==> src/sv/ubxrb_pkg.sv <==
// Shared constants, codes, result type and pointer helper for the UBX frame ring buffer.
`default_nettype none

package ubxrb_pkg;

    localparam int FIFO_DEPTH     = 1024;
    localparam int MAX_PAYLOAD    = 56;
    localparam int FRAME_OVERHEAD = 8;

    localparam int ADDR_W = $clog2(FIFO_DEPTH);
    localparam int FILL_W = ADDR_W + 1;
    localparam int LEN_W  = 7;
    localparam int OVF_W  = 32;

    localparam logic [7:0] SYNC_A     = 8'hB5;
    localparam logic [7:0] SYNC_B     = 8'h62;
    localparam int         LEN_OFFSET = 4;

    localparam logic [1:0] OP_PUSH    = 2'd0;
    localparam logic [1:0] OP_EXTRACT = 2'd1;
    localparam logic [1:0] OP_CLEAR   = 2'd2;

    localparam logic [1:0] KIND_NOTE  = 2'd0;
    localparam logic [1:0] KIND_FRAME = 2'd1;
    localparam logic [1:0] KIND_NONE  = 2'd2;

    typedef struct packed {
        logic [1:0]       kind;
        logic [7:0]       frame_byte;
        logic             last;
        logic [LEN_W-1:0] frame_length;
        logic [OVF_W-1:0] overflow_total;
    } ubxrb_result_t;

    // Ring pointer plus a small offset, wrapped at FIFO_DEPTH (offset <= FIFO_DEPTH).
    function automatic logic [ADDR_W-1:0] ptr_add(input logic [ADDR_W-1:0] ptr,
                                                  input logic [LEN_W-1:0]  off);
        logic [ADDR_W:0] sum;
        sum = {1'b0, ptr} + (ADDR_W+1)'(off);
        if (sum >= (ADDR_W+1)'(FIFO_DEPTH))
        begin
            sum = sum - (ADDR_W+1)'(FIFO_DEPTH);
        end
        return sum[ADDR_W-1:0];
    endfunction

endpackage

`default_nettype wire

==> src/sv/ubxrb_out_reg.sv <==
// Output register stage between the sequencer and the result channel.
`default_nettype none

module ubxrb_out_reg (
    input  wire logic                        clk,
    input  wire logic                        rst_n,
    input  wire logic                        res_valid,
    output logic                             res_ready,
    input  wire ubxrb_pkg::ubxrb_result_t    res,
    output logic                             out_valid,
    input  wire logic                        out_ready,
    output logic [1:0]                       kind,
    output logic [7:0]                       frame_byte,
    output logic                             last,
    output logic [ubxrb_pkg::LEN_W-1:0]      frame_length,
    output logic [ubxrb_pkg::OVF_W-1:0]      overflow_total
);
    import ubxrb_pkg::*;

    logic          valid_reg, valid_next;
    ubxrb_result_t data_reg;
    logic          load;

    assign res_ready  = !valid_reg || out_ready;
    assign load       = res_valid && res_ready;
    assign valid_next = load ? 1'b1 : (valid_reg && !out_ready);

    always_ff @(posedge clk or negedge rst_n)
    begin
        if (!rst_n)
        begin
            valid_reg <= 1'b0;
        end
        else
        begin
            valid_reg <= valid_next;
        end
    end

    always_ff @(posedge clk)
    begin
        if (load)
        begin
            data_reg <= res;
        end
    end

    assign out_valid      = valid_reg;
    assign kind           = data_reg.kind;
    assign frame_byte     = data_reg.frame_byte;
    assign last           = data_reg.last;
    assign frame_length   = data_reg.frame_length;
    assign overflow_total = data_reg.overflow_total;

endmodule

`default_nettype wire
==> config.mk <==
export PLATFORM = sky130hd
export DESIGN_NAME = ubxrb_out_reg
export DESIGN_NICKNAME = d
export VERILOG_FILES = /design/src/sv/ubxrb_pkg.sv /design/src/sv/ubxrb_out_reg.sv
export SDC_FILE = /design/constraint.sdc
export NUM_CORES = 1
export LEC_CHECK = 0
export BUFFER_PORTS_ARGS = -buffer_cell sky130_fd_sc_hd__buf_4
export CAP_MARGIN = 20
export CORE_MARGIN = 2
export CORE_UTILIZATION = 40
export CTS_CLUSTER_DIAMETER = 80
export DETAILED_ROUTE_END_ITERATION = 8
export PLACE_DENSITY_LB_ADDON = 0.3
export SETUP_SLACK_MARGIN = 0.15
export SYNTH_ARGS = -nofsm -noshare
export SYNTH_HDL_FRONTEND = slang
export SYNTH_SLANG_ARGS = --single-unit
==> constraint.sdc <==
create_clock -name clk -period 1.5 [get_ports clk]
set_input_delay 0.3 -clock clk [delete_from_list [all_inputs] [get_ports clk]]
set_output_delay 0.3 -clock clk [all_outputs]
set_load 0.01 [all_outputs]
==> summary.md <==
| Metric | Value |
|---|---|
| Status | `complete, no violations` |
| Total track usage | `13.79%` |
| Port Buffer Count | `105` |
| Fraction of registers with async set/reset | `1.961%` |
| Initial antenna violation count | `0` |
| Hold depth | `1` |
| Die Ht | `66.36 um` |
| RSZ-0062 raised after global routing | `false` |
| Crit end category | `output port` |
| H-tree depth | `2` |
| Syn-to-layout area delta | `63.48%` |
| Clock buffer count from CTS | `5` |
| Initial Utilization | `42.16%` |
| Crit start category | `flop` |
| Setup CP Type | `reg -> out` |
| Post-synth top area cell | `edfxtp_1` |
| Hold Path Class | `in -> reg` |
| Main synth FF type | `edfxtp_1` |
| FF+latch area | `1526 um^2` |
| CTS max path bufs | `2` |
| Synth unique cells | `5` |
| Placed inst area | `2444 um^2` |
| Worst reg2reg endpoint | `frame_length[6]` |
| Drt drc | `0` |
| Power per cell area | `1077 nW/um^2` |
| Commonest cells post-synth | `50 x edfxtp_1, 1 x and2_4, 1 x dfrtp_1, 1 x nand2b_1, 1 x nand2b_4` |
| Setup TNS | `0 ns` |
| Largest net degree at the start of global routing | `27` |
| Critical path fanouts, max | `3` |
| Critical path arrival | `0.91 ns` |
| Hold endpoint | `frame_length[3]` |
| Worst-Skew Late Latency | `0.29 ns` |
| Max Slew Vio Count | `0` |
| Tmin final | `1.207 ns` |
| Post-CTS Resized | `0` |
| Antenna Nets Post-Route | `0` |
| Tcrit/Tclk final | `80.49%` |
| Die area | `4403 um^2` |
| R2r startpoint | `out_valid` |
| Worst slew pin tran | `0.1349 ns` |
| WL final | `3.088 mm` |
| First-pass DRT Iterations | `4` |
| Multi-input combinational cell area | `28.78 um^2` |
| FILL cells | `265` |
| FF-to-FF setup slack | `0.35 ns` |
| Setup Fix Bufs, Post-CTS | `0` |
| CTS tree | `yes` |
| Maximum VDD drop | `0.0007331 V` |
| Synth Instances | `54` |
| GRT Residual Overflow | `0` |
| Syn Nets | `108` |
| FMAX | `0.8282 GHz` |
| WL/cell | `14.17 um` |
| Top-count cell post-synth | `edfxtp_1` |
| Syn. warnings | `0` |
| Die X-Extent | `66.36 um` |
| Top Ports | `106` |
| DP Worst Slack | `0.3443 ns` |
| Post-route cell area | `2542 um^2` |
| Root Driver | `clkbuf_8` |
| Layout Skew | `0.004674 ns` |
| First-pass GRT wire length | `4.353 mm` |
| Share of the synthesized area in the top cell type | `96.54%` |
| Hold_sp | `res[35]` |
| Fraction of layout cells with a size suffix above 1 | `68.24%` |
| Fin. Hold Viols | `0` |
| Vias per cell | `4.317` |
| Final-stage net count | `223` |
| Number of enable flip-flop cells after synthesis | `50` |
| Final setup vio count | `0` |
| Sequential share of the synthesized area | `98.15%` |
| Antenna cells | `0` |
| Max_cap viols | `0` |
| Netlist Area Pre-Place | `1555 um^2` |
| Starting DRC count in detailed routing | `33` |
| FP Rows | `22` |
| Worst rel slew slack | `91.01%` |
| CTS Sinks | `51` |
| Total power draw | `2.737 mW` |
| Vias in the first global route | `927` |
| Worst reg-to-reg path cell count | `3` |
| Pleak | `1.071 nW` |
| CTS clock-pin slew for the worst setup and hold paths | `0.09 ns` |
| Critical path required time | `1.20 ns` |
| RD Place Congestion | `0.6460` |
| Final setup margin | `0.2926 ns` |
| #FFs+latches synth | `51` |
| CTS hold repair buffers | `1` |
| Synth area leaders | `edfxtp_1 97%, dfrtp_1 1.6%, nand2b_4 0.88%` |
| Core outline area | `3689 um^2` |
| Syn_area_per_cell | `28.80 um^2` |
| Vias post-DR | `941` |
worst max-delay path by stage:
stage / from / to / slack, ns / cells past startpoint
after floorplan: out_valid / frame_byte[0] / 0.15 / 2
after global placement: out_ready / overflow_total[25] / 0.36 / 4
after detailed placement: out_ready / overflow_total[28] / 0.34 / 4
after CTS: out_valid / res_ready / 0.28 / 2
after global routing: out_valid / res_ready / 0.26 / 2
final: out_valid / res_ready / 0.29 / 2
where the power goes:
| part | switching, mW | internal (mW) |
|---|---|---|
| Clock | 0.417 | 0.325 |
| Combinational | 0.122 | 0.193 |
| Sequential | 0.0229 | 1.66 |
| Total | 0.562 | 2.18 |
flip-flops by register name, summed over array words and instances, names as in the netlist:
signal / cells
out_valid: 1
overflow_total: 32
frame_byte: 8
kind: 2
last: 1
frame_length: 7
worst max-delay path: stages (launching register included):
cell      delay, ns
dfrtp_1        0.42
nand2b_4       0.09
buf_4          0.12
metal layers:
layer	track usage [%]	vias to the layer above	part of all wire (%)	wire length [um]
met5	0	-	0	0
met2	23.88	66	52	1591
met4	5.357	0	0.71	22
met1	15.69	430	36	1107
met3	4.600	2	12	367
li1	-	443	-	-
cell families after synthesis:
logic type	synth area share [%]
DFF	98.15
and+or+nand+nor	1.851
cells in the final DEF, fill, tap and decap left out:
cell and instances:
clkbuf_8 5, dfrtp_1 1, and2_4 1, nand2b_1 1, clkinv_1 1, clkinvlp_4 1
edfxtp_1 50, clkinv_4 1, nand2b_4 1, buf_4 105, buf_12 2, dlygate4sd3_1 1
final cells by class:
class                      count  area share [%]
sequential                    51           60.04
timing repair buffer         108           32.97
clock buffer                   5           2.707
tap                           48           2.362
multi-input combinational      3           1.132
clock inverter                 3          0.7874
stage by stage:
stage | utilization [%] | hold WS (ns) | cells
floorplan | - | 0.004409 | 54
global placement | 66.25 | 0.07709 | 209
detailed placement | 66.25 | 0.07808 | 209
CTS | 68.93 | 0.1680 | 218
global route | 68.93 | 0.1547 | 218
finish | 68.93 | 0.1784 | 218
No activity file was read; power rests on OpenSTA's default activity.
